File: src/sv/ffpa_pkg.sv
// shared types and codes for the first-fit page allocator
`default_nettype none

package ffpa_pkg;

    // request kinds
    localparam logic [1:0] KIND_ALLOC = 2'd0;
    localparam logic [1:0] KIND_FREE  = 2'd1;
    localparam logic [1:0] KIND_CHECK = 2'd2;

    // response status codes
    localparam logic [1:0] STATUS_OK       = 2'd0;
    localparam logic [1:0] STATUS_NO_SPACE = 2'd1;
    localparam logic [1:0] STATUS_BOUNDS   = 2'd2;
    localparam logic [1:0] STATUS_NOT_USED = 2'd3;

    // page index arithmetic width, set by the byte field widths
    localparam int DIV_W = 22;

    typedef struct packed {
        logic [1:0]  kind;
        logic [19:0] byte_offset;
        logic [20:0] byte_length;
    } req_t;

    typedef struct packed {
        logic [1:0] status;
        logic [7:0] first_page;
        logic [8:0] page_count;
        logic       double_free;
    } rsp_t;

    typedef enum logic [2:0] {
        ST_CLEAR,
        ST_IDLE,
        ST_PREP,
        ST_DIV,
        ST_SCAN,
        ST_WALK,
        ST_MARK,
        ST_DONE
    } state_t;

endpackage

`default_nettype wire

File: src/sv/first_fit_page_allocator_top.sv
// first-fit page allocator over a one-bit-per-page used map
//
// Requests come in on s_valid/s_ready with an s_data struct (kind, byte_offset,
// byte_length); one response per request leaves on m_valid/m_ready in m_data.
// s_ready is high only while the sequencer is idle, one request at a time.
// The used map is a PAGE_COUNT x 1 memory with a registered read port; a
// shared reciprocal multiplier turns a byte value into a page number, and the
// map is walked one page per cycle.
// Allocate: the map is scanned, then the pages allocated are marked used,
// where the scan stops at the end of the first free run that is long enough;
// the whole map is scanned when there is no space.
// Free and check walk the pages in the range; kind 3 or a range past the
// heap end answers without a walk.
// s_ready rises again in the same cycle that m_valid rises with the response.
// After reset a clearing pass writes every page free, with s_ready low.
// The response sits in an output register; a stalled receiver holds it there
// while the next request is taken and worked, and that request then waits
// in its final state until the register frees up.
`default_nettype none

module first_fit_page_allocator_top #(
    parameter int PAGE_COUNT = 256,
    parameter int PAGE_BYTES = 4096
) (
    input  wire logic            aclk,
    input  wire logic            aresetn,
    input  wire logic            s_valid,
    output logic                 s_ready,
    input  wire ffpa_pkg::req_t  s_data,
    output logic                 m_valid,
    input  wire logic            m_ready,
    output ffpa_pkg::rsp_t       m_data
);
    import ffpa_pkg::*;

    localparam int IDX_W  = $clog2(PAGE_COUNT);
    localparam int CNT_W  = IDX_W + 1;
    localparam int RCP_SH = DIV_W + $clog2(PAGE_BYTES);
    localparam int RCP_W  = DIV_W + 2;
    localparam int PROD_W = DIV_W + RCP_W;

    localparam logic [32:0]       HEAP_BYTES = 33'(PAGE_COUNT) * 33'(PAGE_BYTES);
    localparam logic [DIV_W-1:0]  PB_M1      = DIV_W'(PAGE_BYTES - 1);
    localparam logic [CNT_W-1:0]  PC         = CNT_W'(PAGE_COUNT);
    localparam logic [CNT_W-1:0]  PC_M1      = CNT_W'(PAGE_COUNT - 1);
    localparam logic [63:0]       RCP_FULL   =
        ((64'd1 << RCP_SH) + 64'(PAGE_BYTES) - 64'd1) / 64'(PAGE_BYTES);
    localparam logic [RCP_W-1:0]  RCP        = RCP_W'(RCP_FULL);

    state_t state_reg, state_next;

    logic [1:0]        kind_reg, kind_next;
    logic [19:0]       off_reg, off_next;
    logic [20:0]       len_reg, len_next;
    logic [DIV_W-1:0]  end_reg, end_next;

    logic [DIV_W-1:0]  div_q_reg, div_q_next;
    logic              div_second_reg, div_second_next;

    logic [DIV_W-1:0]  want_reg, want_next;
    logic [CNT_W-1:0]  first_reg, first_next;
    logic [CNT_W-1:0]  iss_reg, iss_next;
    logic [CNT_W-1:0]  lim_reg, lim_next;
    logic [CNT_W-1:0]  run_reg, run_next;
    logic              pipe_vld_reg, pipe_vld_next;
    logic [IDX_W-1:0]  pipe_addr_reg, pipe_addr_next;
    logic              any_free_reg, any_free_next;
    logic [IDX_W-1:0]  cur_reg, cur_next;
    logic [IDX_W-1:0]  stop_reg, stop_next;
    logic [CNT_W-1:0]  clr_reg, clr_next;

    logic [1:0]        res_status_reg, res_status_next;
    logic [CNT_W-1:0]  res_first_reg, res_first_next;
    logic [CNT_W-1:0]  res_count_reg, res_count_next;
    logic              res_dbl_reg, res_dbl_next;

    logic              m_valid_reg, m_valid_next;
    rsp_t              m_data_reg, m_data_next;

    // used map
    logic              page_mem [PAGE_COUNT];
    logic              mem_rd_en;
    logic [IDX_W-1:0]  mem_rd_addr;
    logic              mem_rd_data_reg;
    logic              mem_wr_en;
    logic [IDX_W-1:0]  mem_wr_addr;
    logic              mem_wr_data;

    // shared page number unit
    logic [PROD_W-1:0] q_prod;
    logic [DIV_W-1:0]  q_step;

    // walk helpers
    logic              issue;
    logic [CNT_W-1:0]  run_inc;
    logic              run_hit;
    logic [IDX_W-1:0]  run_start;
    logic [20:0]       alloc_len;
    logic              out_free;
    logic [31:0]       first_ext;
    logic [31:0]       count_ext;

    assign q_prod = PROD_W'(div_q_reg) * PROD_W'(RCP);
    assign q_step = DIV_W'(q_prod >> RCP_SH);

    assign issue     = (iss_reg != lim_reg);
    assign run_inc   = run_reg + 1'b1;
    assign run_hit   = (DIV_W'(run_inc) == want_reg);
    assign run_start = pipe_addr_reg - run_reg[IDX_W-1:0];
    assign alloc_len = (len_reg == 21'd0) ? 21'd4 : len_reg;
    assign out_free  = !m_valid_reg || m_ready;
    assign first_ext = 32'(res_first_reg);
    assign count_ext = 32'(res_count_reg);

    // next state
    always_comb begin
        state_next = state_reg;
        case (state_reg)
            ST_CLEAR: begin
                if (clr_reg == PC_M1) begin
                    state_next = ST_IDLE;
                end
            end
            ST_IDLE: begin
                if (s_valid) begin
                    state_next = ST_PREP;
                end
            end
            ST_PREP: begin
                if (kind_reg == KIND_ALLOC) begin
                    state_next = ST_DIV;
                end else if ((kind_reg == KIND_FREE || kind_reg == KIND_CHECK)
                             && !({11'd0, end_reg} > HEAP_BYTES)) begin
                    state_next = ST_DIV;
                end else begin
                    state_next = ST_DONE;
                end
            end
            ST_DIV: begin
                if (kind_reg == KIND_ALLOC) begin
                    state_next = ST_SCAN;
                end else if (div_second_reg) begin
                    state_next = ST_WALK;
                end
            end
            ST_SCAN: begin
                if (pipe_vld_reg) begin
                    if (!mem_rd_data_reg && run_hit) begin
                        state_next = ST_MARK;
                    end
                end else if (!issue) begin
                    state_next = ST_DONE;
                end
            end
            ST_WALK: begin
                if (!pipe_vld_reg && !issue) begin
                    state_next = ST_DONE;
                end
            end
            ST_MARK: begin
                if (cur_reg == stop_reg) begin
                    state_next = ST_DONE;
                end
            end
            ST_DONE: begin
                if (out_free) begin
                    state_next = ST_IDLE;
                end
            end
            default: begin
                state_next = ST_IDLE;
            end
        endcase
    end

    // handshake and memory controls
    always_comb begin
        s_ready     = 1'b0;
        mem_rd_en   = 1'b0;
        mem_rd_addr = iss_reg[IDX_W-1:0];
        mem_wr_en   = 1'b0;
        mem_wr_addr = iss_reg[IDX_W-1:0];
        mem_wr_data = 1'b0;
        case (state_reg)
            ST_CLEAR: begin
                mem_wr_en   = 1'b1;
                mem_wr_addr = clr_reg[IDX_W-1:0];
            end
            ST_IDLE: begin
                s_ready = 1'b1;
            end
            ST_SCAN: begin
                mem_rd_en = issue;
            end
            ST_WALK: begin
                mem_rd_en = issue;
                mem_wr_en = issue && (kind_reg == KIND_FREE);
            end
            ST_MARK: begin
                mem_wr_en   = 1'b1;
                mem_wr_addr = cur_reg;
                mem_wr_data = 1'b1;
            end
            default: begin
                s_ready = 1'b0;
            end
        endcase
    end

    // datapath
    always_comb begin
        kind_next       = kind_reg;
        off_next        = off_reg;
        len_next        = len_reg;
        end_next        = end_reg;
        div_q_next      = div_q_reg;
        div_second_next = div_second_reg;
        want_next       = want_reg;
        first_next      = first_reg;
        iss_next        = iss_reg;
        lim_next        = lim_reg;
        run_next        = run_reg;
        pipe_vld_next   = 1'b0;
        pipe_addr_next  = iss_reg[IDX_W-1:0];
        any_free_next   = any_free_reg;
        cur_next        = cur_reg;
        stop_next       = stop_reg;
        clr_next        = clr_reg;
        res_status_next = res_status_reg;
        res_first_next  = res_first_reg;
        res_count_next  = res_count_reg;
        res_dbl_next    = res_dbl_reg;
        m_valid_next    = m_valid_reg && !m_ready;
        m_data_next     = m_data_reg;

        case (state_reg)
            ST_CLEAR: begin
                clr_next = clr_reg + 1'b1;
            end
            ST_IDLE: begin
                kind_next = s_data.kind;
                off_next  = s_data.byte_offset;
                len_next  = s_data.byte_length;
                end_next  = DIV_W'(s_data.byte_offset) + DIV_W'(s_data.byte_length);
            end
            ST_PREP: begin
                div_second_next = 1'b0;
                res_status_next = STATUS_BOUNDS;
                res_first_next  = '0;
                res_count_next  = '0;
                res_dbl_next    = 1'b0;
                if (kind_reg == KIND_ALLOC) begin
                    div_q_next = DIV_W'(alloc_len) + PB_M1;
                end else begin
                    div_q_next = DIV_W'(off_reg);
                end
            end
            ST_DIV: begin
                if (kind_reg == KIND_ALLOC) begin
                    want_next = q_step;
                    iss_next  = '0;
                    lim_next  = PC;
                    run_next  = '0;
                end else if (!div_second_reg) begin
                    first_next      = q_step[CNT_W-1:0];
                    div_q_next      = end_reg + PB_M1;
                    div_second_next = 1'b1;
                end else begin
                    iss_next      = first_reg;
                    lim_next      = q_step[CNT_W-1:0];
                    any_free_next = 1'b0;
                end
            end
            ST_SCAN: begin
                if (issue) begin
                    iss_next      = iss_reg + 1'b1;
                    pipe_vld_next = 1'b1;
                end
                if (pipe_vld_reg) begin
                    if (!mem_rd_data_reg) begin
                        run_next = run_inc;
                        if (run_hit) begin
                            res_status_next = STATUS_OK;
                            res_first_next  = CNT_W'(run_start);
                            res_count_next  = run_inc;
                            cur_next        = run_start;
                            stop_next       = pipe_addr_reg;
                        end
                    end else begin
                        run_next = '0;
                    end
                end else if (!issue) begin
                    res_status_next = STATUS_NO_SPACE;
                end
            end
            ST_WALK: begin
                if (issue) begin
                    iss_next      = iss_reg + 1'b1;
                    pipe_vld_next = 1'b1;
                end
                if (pipe_vld_reg && !mem_rd_data_reg) begin
                    any_free_next = 1'b1;
                end
                if (!pipe_vld_reg && !issue) begin
                    res_first_next = first_reg;
                    res_count_next = lim_reg - first_reg;
                    res_dbl_next   = (kind_reg == KIND_FREE) && any_free_reg;
                    if ((kind_reg == KIND_CHECK) && any_free_reg) begin
                        res_status_next = STATUS_NOT_USED;
                    end else begin
                        res_status_next = STATUS_OK;
                    end
                end
            end
            ST_MARK: begin
                cur_next = cur_reg + 1'b1;
            end
            ST_DONE: begin
                if (out_free) begin
                    m_valid_next            = 1'b1;
                    m_data_next.status      = res_status_reg;
                    m_data_next.first_page  = first_ext[7:0];
                    m_data_next.page_count  = count_ext[8:0];
                    m_data_next.double_free = res_dbl_reg;
                end
            end
            default: begin
                clr_next = clr_reg;
            end
        endcase
    end

    always_ff @(posedge aclk) begin
        if (!aresetn) begin
            state_reg    <= ST_CLEAR;
            clr_reg      <= '0;
            m_valid_reg  <= 1'b0;
            pipe_vld_reg <= 1'b0;
        end else begin
            state_reg    <= state_next;
            clr_reg      <= clr_next;
            m_valid_reg  <= m_valid_next;
            pipe_vld_reg <= pipe_vld_next;
        end
    end

    always_ff @(posedge aclk) begin
        kind_reg       <= kind_next;
        off_reg        <= off_next;
        len_reg        <= len_next;
        end_reg        <= end_next;
        div_q_reg      <= div_q_next;
        div_second_reg <= div_second_next;
        want_reg       <= want_next;
        first_reg      <= first_next;
        iss_reg        <= iss_next;
        lim_reg        <= lim_next;
        run_reg        <= run_next;
        pipe_addr_reg  <= pipe_addr_next;
        any_free_reg   <= any_free_next;
        cur_reg        <= cur_next;
        stop_reg       <= stop_next;
        res_status_reg <= res_status_next;
        res_first_reg  <= res_first_next;
        res_count_reg  <= res_count_next;
        res_dbl_reg    <= res_dbl_next;
        m_data_reg     <= m_data_next;
    end

    always_ff @(posedge aclk) begin
        if (mem_rd_en) begin
            mem_rd_data_reg <= page_mem[mem_rd_addr];
        end
        if (mem_wr_en) begin
            page_mem[mem_wr_addr] <= mem_wr_data;
        end
    end

    assign m_valid = m_valid_reg;
    assign m_data  = m_data_reg;

    // marking never runs past the end of the found run
    assert property (@(posedge aclk) disable iff (!aresetn)
        state_reg == ST_MARK |-> cur_reg <= stop_reg)
        else $error("mark pointer passed end of run");

    // a free run shorter than the request is all the scan may hold
    assert property (@(posedge aclk) disable iff (!aresetn)
        state_reg == ST_SCAN |-> DIV_W'(run_reg) < want_reg)
        else $error("run counter reached request without stopping");

    // range walk stays inside the map
    assert property (@(posedge aclk) disable iff (!aresetn)
        state_reg == ST_WALK |-> (iss_reg <= lim_reg) && (lim_reg <= PC))
        else $error("range walk outside page map");

    // a stalled response holds its value
    assert property (@(posedge aclk) disable iff (!aresetn)
        m_valid_reg && !m_ready |=> m_valid_reg && $stable(m_data_reg))
        else $error("response changed while stalled");

endmodule

`default_nettype wire

File: config.mk
export PLATFORM = sky130hd
export DESIGN_NAME = first_fit_page_allocator_top
export DESIGN_NICKNAME = d
export VERILOG_FILES = /design/src/sv/ffpa_pkg.sv /design/src/sv/first_fit_page_allocator_top.sv
export SDC_FILE = /design/constraint.sdc
export NUM_CORES = 1
export LEC_CHECK = 0
export BUFFER_PORTS_ARGS = -buffer_cell sky130_fd_sc_hd__buf_4
export CORE_ASPECT_RATIO = 1.2
export CORE_MARGIN = 2
export CORE_UTILIZATION = 25
export CTS_BUF_LIST = sky130_fd_sc_hd__clkbuf_16
export CTS_CLUSTER_DIAMETER = 120
export CTS_CLUSTER_SIZE = 20
export DETAILED_ROUTE_END_ITERATION = 12
export PLACE_DENSITY = 0.45
export SKIP_LAST_GASP = 1
export SYNTH_ARGS = -nofsm -noshare
export SYNTH_HDL_FRONTEND = slang
export SYNTH_SLANG_ARGS = --single-unit
File: constraint.sdc
create_clock -name aclk -period 7 [get_ports aclk]
set_input_delay 0.35 -clock aclk [delete_from_list [all_inputs] [get_ports aclk]]
set_output_delay 0.35 -clock aclk [all_outputs]
set_load 0.02 [all_outputs]
Word-level counts from Yosys, hierarchy flattened
Memories as Yosys holds them, arrays and structs flattened. A register that Yosys moved wholly into a read port is not among the register bits.
Cells that the tools add are included.
Word-level totals
  bits in registers: 213
  memory bits (writable): 256
  input bits: 47
  output and inout bits: 22
  word-level logic and storage cells: 184
  memories kept: 1
Memories
  page_mem: depth 256, width 1, read ports 1, clocked after memory_dff 1, wr ports 1, line first_fit_page_allocator_top.sv:81  | logic page_mem [PAGE_COUNT];
Operators by class
  add/subtract/negate cells: 9
  order comparisons: 1
  equality and inequality tests: 32
  mux-type cells: 66
  bitwise gates (word level): 3
  reduce and logical (&&, ||, !) cells: 45
Operators by type and width (number)
  $mux W9: 11
  $mux W22: 3
  $mux W8: 7
  $pmux W22 S2: 1
  $mux W3: 12
  $pmux W9 S2: 2
  $pmux W8 S2: 2
  $add A9 B1 Y9 const B: 3
  $pmux W9 S3: 1
  $ne A2 B2 Y1 const B: 13
  $pmux W3 S8: 1
  $pmux W8 S3: 1
  $add A20 B21 Y22: 1
  $add A21 B12 Y22 const B: 1
  $add A22 B12 Y22 const B: 1
  $gt A22 B21 Y1 const B: 1
  $logic_not A21 Y1: 1
  $mux W21: 1
  $ne A3 B3 Y1 const B: 5
  $reduce_bool A2 Y1: 7
  $mux W1: 13
  $eq A3 B3 Y1 const B: 4
  $mux W2: 6
  $reduce_and A2 Y1: 6
  26 further kinds: 52

Depth between registers and ports, before layout
Gate-level depths: netlist of the first run.
  word-level depth: 6
  mapped depth: 12
  depth with buffers taken out: 11

Least setup slack after synthesis of the first run
OpenSTA, ideal clock, no wires.
  path type: reg2reg
  start point: register state_reg[1]
  end point: memory page_mem[0] (data pin)
  setup time: 1049 ps
  arrival: 5071 ps
  data required time: 5951 ps
  path slack: 880 ps
  stages on the path, launching flop included: 6
  buffers on the path: 4
  period minus slack after synthesis: 6120 ps
  path through: dfxtp_1 -> buf_2 -> and3b_1 -> buf_4 -> buf_6 -> clkbuf_1
On the way
  cells in the longest elaborated chain, start to end: 2
Ends and longest elaborated chain
  from (decl): line first_fit_page_allocator_top.sv:50  | state_t state_reg, state_next;
  from (signal assigned): line first_fit_page_allocator_top.sv:340  | state_reg <= state_next;
  $eq A3 B3 Y1: line first_fit_page_allocator_top.sv:184  | case (state_reg)
  $mux W1: line first_fit_page_allocator_top.sv:184
  net mem_wr_data: line first_fit_page_allocator_top.sv:87  | logic mem_wr_data;
  to (decl): line first_fit_page_allocator_top.sv:81
The timed path passes the listed nets, and every way through them passes these cells.

Worst setup path after layout of the first run
  start point: register state_reg[0]
  end point: memory page_mem[216] (enable)
On the way
  cells in the longest elaborated chain, start to end: 5
  elaborated cells between the ends (all ways): 8
  classes of those cells: eq/ne: 2; mux: 4; reduce/logical: 2
Ends and longest elaborated chain
  $eq A3 B3 Y1 / $logic_not A3 Y1 (equally long branches): line first_fit_page_allocator_top.sv:184
  $reduce_or A2 Y1 (no line)
  $pmux W1 S2: line first_fit_page_allocator_top.sv:184
  $mux W1: line first_fit_page_allocator_top.sv:374  | if (mem_wr_en) begin
  $mux W1 (not written as such): line first_fit_page_allocator_top.sv:375  | page_mem[mem_wr_addr] <= mem_wr_data;
Parallel ways exist; a longest one is shown, timed or not.

==> impl_metrics.json, run 1 <==
{
  "hp-class": "in2reg",
  "cts_root_buf": "clkbuf_16",
  "swShare_pct": 21.3,
  "cts_tree": "done",
  "insertion_delay_ps": 600,
  "grt_pass1_vias": 13300,
  "utilization_pct": 28.4,
  "ys_seq_elements": 446,
  "syn2layout_area_growth_pct": 12.1,
  "dpl_cell_area_um2": 22700,
  "max_freq_mhz": 259,
  "ys_top_cells_by_count": "424 x edfxtp_1, 333 x nor2_1, 65 x nand2_1",
  "largest_reg_flops": 256,
  "power.internal_mw": 3.66,
  "synthMuxAreaShare_pct": 7.04,
  "leakagePower_nw": 7.23,
  "hold_viol": 0,
  "coreArea_um2": 83600,
  "setup_viol": 0,
  "fin_cells": 2825,
  "setup_ws_ps": 3140,
  "globalplace.congestion": 0.833,
  "drv_cap": 0,
  "period_needed_ps": 3860,
  "post-route-cell-area_um2": 23700,
  "crit_type": "reg2reg",
  "power.density_nw_per_um2": 196,
  "n_antenna_cell": 0,
  "cpLargestDelayFamily": "simple AND/OR/NAND/NOR gates",
  "dieArea_um2": 87000,
  "first_iter_violations": 939,
  "synth_edf_count": 424,
  "dieHeight_um": 323,
  "dpl.hpwl_um": 35800,
  "worst_path_largest_cell_delay_ps": 610,
  "hold-worst-slack_ps": 55.7,
  "synth_compound_area_share_pct": 7.84,
  "clock_path_buffers": 3,
  "dieWidth_um": 270,
  "synth-adder-area-share_pct": 2.83,
  "final-max-slew-violation-count": 0,
  "peakVddDrop_v": 0.000181,
  "vias_per_cell": 4.60,
  "gr-total-overflow": 0,
  "status": "completed",
  "tns_ps": 0,
  "ys_async_sr_fraction_pct": 0,
  "start_kind": "flop",
  "pwr-share-clk_pct": 33.8,
  "crit_path_frequent_cell": "nor2_1",
  "antenna_found_initial": 0,
  "power_mw": 4.65,
  "wirelength_um": 54800,
  "grt_pass1_wl_um": 83000,
  "cp-end-kind": "flop",
  "r2r-start": "state_reg[0]",
  "synth_ff_type": "edfxtp_1",
  "worst_slew_pin_slew_ps": 1100,
  "synth.avg_cell_area_um2": 12.9,
  "syn_nets": 1731,
  "synth_top_family_by_area": "simple AND/OR/NAND/NOR gates",
  "yosysWarnings": 0,
  "p_comb_share_pct": 4.1,
  "routedWlPerCell_um": 19.4,
  "grt_start_max_net_pins": 120,
  "drt_pre_antenna_iters": 6,
  "dp.cells": 2755,
  "pwr-share-seq_pct": 62.1,
  "drc": 0,
  "numCtsBuffers": 26,
  "drive_gt1_share_pct": 13.1,
  "seqCellArea_um2": 13200,
  "finalNetCount": 1787,
  "maxSlewHeadroom_pct": 26.1,
  "vias": 13000,
  "yosysUniqueCellTypes": 80,
  "clk_pin_slew_ps": 90,
  "timing.final.crit_share_pct": 55.1,
  "dp_slack_ps": 3170,
  "cp_cell_sequence": "buf_4 -> and3b_4 -> nor2_2 -> a221oi_1 -> nor2_1 -> nand2_1 -> nor2_1",
  "num_rows": 116,
  "start_util_pct": 25.3,
  "ant_nets": 0,
  "h-tree-depth": 1,
  "hold_path_startpoint": "s_data[21]",
  "synth.cell_area_um2": 21200,
  "synthTopCellsByArea": "edfxtp_1 60%, nor2_1 5.9%, mux4_2 3.6%",
  "multi_input_area_um2": 7270,
  "cp.required_ps": 7280,
  "synth_top_area_share_pct": 60.2,
  "synth_xor_xnor_area_share_pct": 3.93,
  "n_fill_cell": 8609,
  "cp-startpoint": "state_reg[0]",
  "cp_data_arrival_time_ps": 4140,
  "rsz0062_at_grt": "false",
  "grtUsageTotal_pct": 12.4,
  "synthMostInstantiatedCell": "edfxtp_1",
  "synth-simple-area-share_pct": 12.7,
  "ctsResizeCount": 0,
  "timing.critical_path.buf_inv": 1,
  "switchingPower_mw": 0.991,
  "syn_inst": 1638,
  "io_pins": 69,
  "seq_area_frac_synth_pct": 62.3,
  "portBuffers": 68,
  "clock_skew_ps": 38.7,
  "crit_slowest_cell": "nor2_2",
  "yosysTopAreaCell": "edfxtp_1",
  "cts_sinks": 446,
  "cp_max_fo": 79
}
==> final timing paths <==
kind,to,slack [ps],cells past startpoint
max,page_mem[216],3140,7
min,end_reg[0],60,2
max reg2reg,page_mem[216],3140,7
min reg2reg,m_data[13],410,0
==> per-layer routing <==
metal,wire (um),track usage [%]
met5,0,0
met2,27800,22.6
met4,1740,4.44
met3,1780,1.28
met1,23400,15.2
==> kinds of logic (layout without fill, tap and decap cells) <==
| family | Yosys count | in the layout |
|---|---|---|
| mux | 99 | 99 |
| compound gates | 235 | 235 |
| flops | 446 | 446 |
| fa+ha+maj | 46 | 46 |
| buf+inv | 136 | 202 |
| simple gates | 582 | 582 |
| xor+xnor | 94 | 94 |
==> worst register-to-register path, stage by stage, from the launching register on <==
cell and delay, ps:
dfxtp_1 320, buf_4 410, and3b_4 490, nor2_2 640, a221oi_1 220, nor2_1 590
nand2_1 580, nor2_1 270
==> cell usage in the layout, fill, tap and decap left out, types with 7 or more instances in the layout <==
master / Yosys / final
nor4_1: 13 / 13
nand3_1: 31 / 31
o221ai_1: 7 / 7
a221oi_2: 8 / 8
nand2_2: 26 / 26
mux4_2: 34 / 34
and3_1: 12 / 11
and2_1: 13 / 13
clkbuf_16: 0 / 27
nor2b_1: 21 / 20
a221oi_1: 9 / 9
dfxtp_1: 22 / 22
nor3_1: 12 / 12
a211oi_1: 13 / 13
nand2_1: 65 / 65
xnor2_1: 49 / 49
buf_4: 8 / 83
inv_1: 44 / 53
or3_1: 7 / 7
edfxtp_1: 424 / 424
a221o_1: 7 / 7
nor2_1: 333 / 333
a21oi_1: 49 / 49
xor2_1: 44 / 44
nand4_1: 12 / 12
a21o_1: 15 / 15
a31oi_1: 9 / 9
o21ai_0: 46 / 46
mux2i_1: 55 / 55
nor2_4: 11 / 11
o22ai_1: 11 / 11
dlygate4sd3_1: 0 / 32
o31ai_1: 8 / 8
ha_1: 43 / 43
==> final cells by class <==
class	instances	share of cell area, %
clock buffers	27	2.85
clock inverters	11	0.216
repair buffers	116	4.06
inverters	48	0.760
flip-flops and latches	446	55.5
well taps	1121	5.91
multi-input cells	1056	30.7
==> what timing repair did <==
| item | in CTS | in global routing |
|---|---|---|
| hold buffers | 32 | 0 |
| buffers inserted | 0 | 0 |
| hold endpoints to repair | 32 | 0 |
==> power groups by stage <==
| stage | Clock [mW] | Sequential [mW] | Combinational (mW) |
|---|---|---|---|
| floorplan | 0 | 2.95 | 0.110 |
| global placement | 0 | 2.95 | 0.176 |
| detailed placement | 0 | 2.95 | 0.178 |
| CTS | 1.64 | 2.89 | 0.193 |
| global route | 1.72 | 2.89 | 0.211 |
| finish | 1.57 | 2.89 | 0.191 |
Note: power is estimated with default switching activity, not from simulation.
==> run 2: changes to the inputs <==
PLACE_DENSITY = 0.46   (was 0.45)
clock period = 3.25 ns   (was 7 ns; I/O delays follow)
==> run 2 against run 1 <==
Effect of this change: worst hold slack gained 5.2 ps; count of clock-buffer cells in the layout stayed put; first-iteration DRC count decreased by 8.9%; register-to-register slack worse by 2800 ps; critical path depth grew 1; combinational power is 130% higher; die area is the same; worst setup slack worse by 2800 ps; clock power grew 120%; sequential share of layout area down 1.6 points.
==> impl_metrics.json, run 2 (synthesis results as in run 1) <==
{
  "finalNetCount": 1837,
  "clock_skew_ps": 52.3,
  "rr_endpoint": "mem_rd_data_reg",
  "start_kind": "flop",
  "r2r_cells": 8,
  "hold_viol": 0,
  "routedWlPerCell_um": 19.4,
  "globalplace.congestion": 0.847,
  "antenna_found_initial": 0,
  "dp.cells": 2804,
  "crit_end": "mem_rd_data_reg",
  "n_antenna_cell": 0,
  "timing.final.crit_share_pct": 90.8,
  "layout_common_cells": "424 x edfxtp_1, 333 x nor2_1, 110 x buf_4",
  "cp_max_fo": 49,
  "setup_viol": 0,
  "ant_nets": 0,
  "rsz0062_at_grt": "false",
  "fin_cells": 2885,
  "hp-class": "in2reg",
  "vias_per_cell": 4.58,
  "numCtsBuffers": 26,
  "status": "completed",
  "cts_tree": "done",
  "portBuffers": 68,
  "final-max-slew-violation-count": 0,
  "n_fill_cell": 8582,
  "r2r-start": "iss_reg[0]",
  "power.density_nw_per_um2": 415,
  "cts_sinks": 446,
  "worst_slew_pin_slew_ps": 1130,
  "peakVddDrop_v": 0.000349,
  "drive_gt1_share_pct": 15.4,
  "clock_path_buffers": 3,
  "h-tree-depth": 1,
  "cts_root_buf": "clkbuf_16",
  "vias": 13200,
  "tns_ps": 0,
  "cp_data_arrival_time_ps": 3280,
  "crit_type": "reg2reg",
  "io_pins": 69,
  "grt_start_max_net_pins": 123,
  "wirelength_um": 55900,
  "utilization_pct": 29.2,
  "drt_pre_antenna_iters": 7,
  "layout_commonest_cell": "edfxtp_1",
  "num_rows": 116,
  "maxSlewHeadroom_pct": 24.9,
  "dieHeight_um": 323,
  "gr-total-overflow": 0,
  "grtUsageTotal_pct": 12.7,
  "cp-startpoint": "iss_reg[0]",
  "dieWidth_um": 270,
  "start_util_pct": 25.3,
  "coreArea_um2": 83600,
  "period_needed_ps": 2950,
  "largest_reg_flops": 256,
  "grt_pass1_vias": 13500,
  "r2r_slack_ps": 300,
  "cp-end-kind": "flop",
  "seqCellArea_um2": 13200,
  "syn2layout_area_growth_pct": 15.4,
  "drc": 0,
  "post_cts_buffers": 0,
  "insertion_delay_ps": 620,
  "max_freq_mhz": 339,
  "grt_pass1_wl_um": 85500,
  "dieArea_um2": 87000,
  "multi_input_area_um2": 7270,
  "clk_pin_slew_ps": 100,
  "leakagePower_nw": 7.65,
  "first_iter_violations": 855,
  "drv_cap": 0,
  "dpl.hpwl_um": 37500,
  "cp.required_ps": 3580
}
-- run 2: worst min path at each step --
stage                   to       start  slack (ps)  cells after the start
2_1_floorplan  kind_reg[0]  s_data[41]         260                      0
3_3_place_gp   kind_reg[0]  s_data[41]         340                      1
3_5_place_dp   kind_reg[0]  s_data[41]         340                      1
4_1_cts         end_reg[2]  s_data[23]          20                      3
5_1_grt         end_reg[6]  s_data[27]          70                      3
6_report        end_reg[2]  s_data[23]          60                      3
-- run 2: cell type report --
class,count,share of cell area (%)
tap,1121,5.75
inverter,48,0.738
sequential,446,54.0
clock inverter,21,0.374
timing repair buffer,166,6.62
multi-input combinational,1056,29.8
clock buffer,27,2.77
-- run 2: critical path, stage by stage (launching register included) --
cell and delay [ps]:
edfxtp_1 410, buf_12 210, buf_12 360, mux4_2 550
a21oi_1 340, a221oi_1 160, a311oi_1 360, a21o_1 140
a211oi_2 60
-- run 2: power by group --
| group | switching, mW | total, mW | internal, mW |
|---|---|---|---|
| Sequential | 0.00591 | 6.22 | 6.22 |
| Clock | 1.95 | 3.46 | 1.52 |
| Combinational | 0.239 | 0.436 | 0.197 |
-- run 2: what timing repair did --
item | CTS | global route
resized for setup | 0 | 0
hold endpoints to repair | 36 | 0
hold buffers | 33 | 0
-- run 2: per-layer routing --
layer / global-route usage, % / vias to the layer above / part of all wire [%]
met2: 23.5 / 196 / 52
met1: 16.0 / 6744 / 43
met3: 1.14 / 47 / 3.0
met5: 0 / - / 0
li1: - / 6231 / -
met4: 3.01 / 0 / 1.7
-- run 2: per-stage QoR --
stage / hold WS, ps / cell area (um^2) / power, mW / setup slack, ps
floorplan: 261 / 21200 / 6.59 / 51.9
global placement: 341 / 23300 / 6.76 / 363
detailed placement: 343 / 23300 / 6.77 / 358
CTS: 20.7 / 24400 / 10.3 / 293
global route: 69.6 / 24400 / 10.5 / 182
finish: 60.8 / 24400 / 10.1 / 298
==> run 3: changes to the inputs <==
CORE_MARGIN = default   (was 2)
==> run 3 against run 2 <==
Effect of this change: first-iteration DRC count up 0.82%; global-route usage up 0.23 points; clock power down 3%; cell count fell by 0.42%; sequential power about the same; critical path depth unchanged; die area is 1.4% lower; fmax down 0.12%; routed wire length is 0.34% lower.
==> impl_metrics.json, run 3 (synthesis results as in run 1) <==
{
  "status": "completed",
  "grt_start_max_net_pins": 257,
  "clk_pin_slew_ps": 90,
  "clock_skew_ps": 28.0,
  "dieHeight_um": 321,
  "portBuffers": 68,
  "timing.final.crit_share_pct": 90.9,
  "vias": 13100,
  "setup_viol": 0,
  "pwr-share-seq_pct": 62.1,
  "power_mw": 10.0,
  "drc": 0,
  "power.density_nw_per_um2": 413,
  "clock_path_buffers": 3,
  "crit_slowest_cell": "mux4_2",
  "start_kind": "flop",
  "layout_common_cells": "424 x edfxtp_1, 333 x nor2_1, 117 x buf_4",
  "final-max-slew-violation-count": 0,
  "dieArea_um2": 85800,
  "ant_nets": 0,
  "largest_reg_flops": 256,
  "pwr-share-clk_pct": 33.6,
  "worst_slew_pin_slew_ps": 1290,
  "io_pins": 69,
  "grt_pass1_wl_um": 84000,
  "n_fill_cell": 8632,
  "power.internal_mw": 7.90,
  "drv_cap": 0,
  "hold_viol": 0,
  "swShare_pct": 21.2,
  "crit_path_frequent_cell": "buf_12",
  "p_comb_share_pct": 4.3,
  "antenna_found_initial": 0,
  "drt_pre_antenna_iters": 5,
  "post_cts_buffers": 0,
  "vias_per_cell": 4.57,
  "tns_ps": 0,
  "grt_pass1_vias": 13400,
  "syn2layout_area_growth_pct": 14.7,
  "switchingPower_mw": 2.12,
  "hp-class": "in2reg",
  "h-tree-depth": 1,
  "ctsResizeCount": 0,
  "cts_root_buf": "clkbuf_16",
  "cp-end-kind": "flop",
  "layout_commonest_cell": "edfxtp_1",
  "leakagePower_nw": 7.54,
  "cts_sinks": 446,
  "hold-worst-slack_ps": 66.9,
  "routedWlPerCell_um": 19.4,
  "wirelength_um": 55700,
  "cts_tree": "done",
  "globalplace.congestion": 0.844,
  "gr-total-overflow": 0,
  "timing.critical_path.buf_inv": 2,
  "crit_cells": 8,
  "insertion_delay_ps": 600,
  "cp_cell_sequence": "buf_12 -> buf_12 -> mux4_2 -> a211oi_1 -> nand2_1 -> a311oi_1 -> a21o_1 -> a211oi_2",
  "grtUsageTotal_pct": 12.9,
  "cpLargestDelayFamily": "compound AO/OA/AOI/OAI gates",
  "max_freq_mhz": 338,
  "hold_depth": 3,
  "period_needed_ps": 2960,
  "drive_gt1_share_pct": 15.4,
  "cp_data_arrival_time_ps": 3290,
  "n_antenna_cell": 0,
  "dpl.hpwl_um": 37500,
  "cp.required_ps": 3590,
  "dieWidth_um": 268,
  "finalNetCount": 1836,
  "worst_path_largest_cell_delay_ps": 530,
  "postCtsHoldBufs": 33,
  "start_util_pct": 25.3,
  "first_iter_violations": 862,
  "numCtsBuffers": 26,
  "rsz0062_at_grt": "false",
  "num_rows": 116,
  "coreArea_um2": 83600,
  "crit_type": "reg2reg",
  "peakVddDrop_v": 0.000323,
  "cp_max_fo": 32,
  "maxSlewHeadroom_pct": 14.0,
  "r2r_cells": 8
}
## run 3: metal layers
metal | wire length [um] | track usage, % | vias to the layer above | share of wire [%]
met1 | 24000 | 16.1 | 6635 | 43
met3 | 1770 | 1.40 | 62 | 3.2
met4 | 1100 | 3.30 | 0 | 2.0
met5 | 0 | 0 | - | 0
li1 | - | - | 6212 | -
met2 | 28800 | 23.6 | 225 | 52
## run 3: worst paths after layout
kind                          from               to  slack (ps)
setup reg to reg        iss_reg[0]  mem_rd_data_reg         290
hold / removal          s_data[23]       end_reg[2]          70
hold reg to reg   res_count_reg[7]        m_data[8]         420
setup / recovery        iss_reg[0]  mem_rd_data_reg         290
## run 3: power by group through the flow
stage	clock network (mW)	logic, mW	registers [mW]
2_1_floorplan	0	0.238	6.36
6_report	3.37	0.427	6.22
3_3_place_gp	0	0.396	6.36
4_1_cts	3.51	0.434	6.23
3_5_place_dp	0	0.401	6.36
5_1_grt	3.67	0.471	6.23
## run 3: cell type report
cell class,instances,area (um^2),share of cell area (%)
well taps,1121,1400,5.78
multi-input cells,1056,7270,30.0
inverters,48,180,0.743
clock inverters,10,50.0,0.206
flip-flops and latches,446,13200,54.3
clock buffers,27,676,2.78
repair buffers,165,1510,6.22
## run 3: tightest hold or removal path, stage by stage
cell     delay, ps
buf_4           80
ha_1           170
xnor2_1        140
## run 3: metrics by stage
stage	cell area (um^2)	utilization (%)	setup WS, ps	cells
2_1_floorplan	21200	-	51.9	1638
3_3_place_gp	23200	27.8	276	2803
3_5_place_dp	23200	27.8	268	2803
4_1_cts	24300	29.0	235	2873
5_1_grt	24300	29.0	87.0	2873
6_report	24300	29.0	294	2873
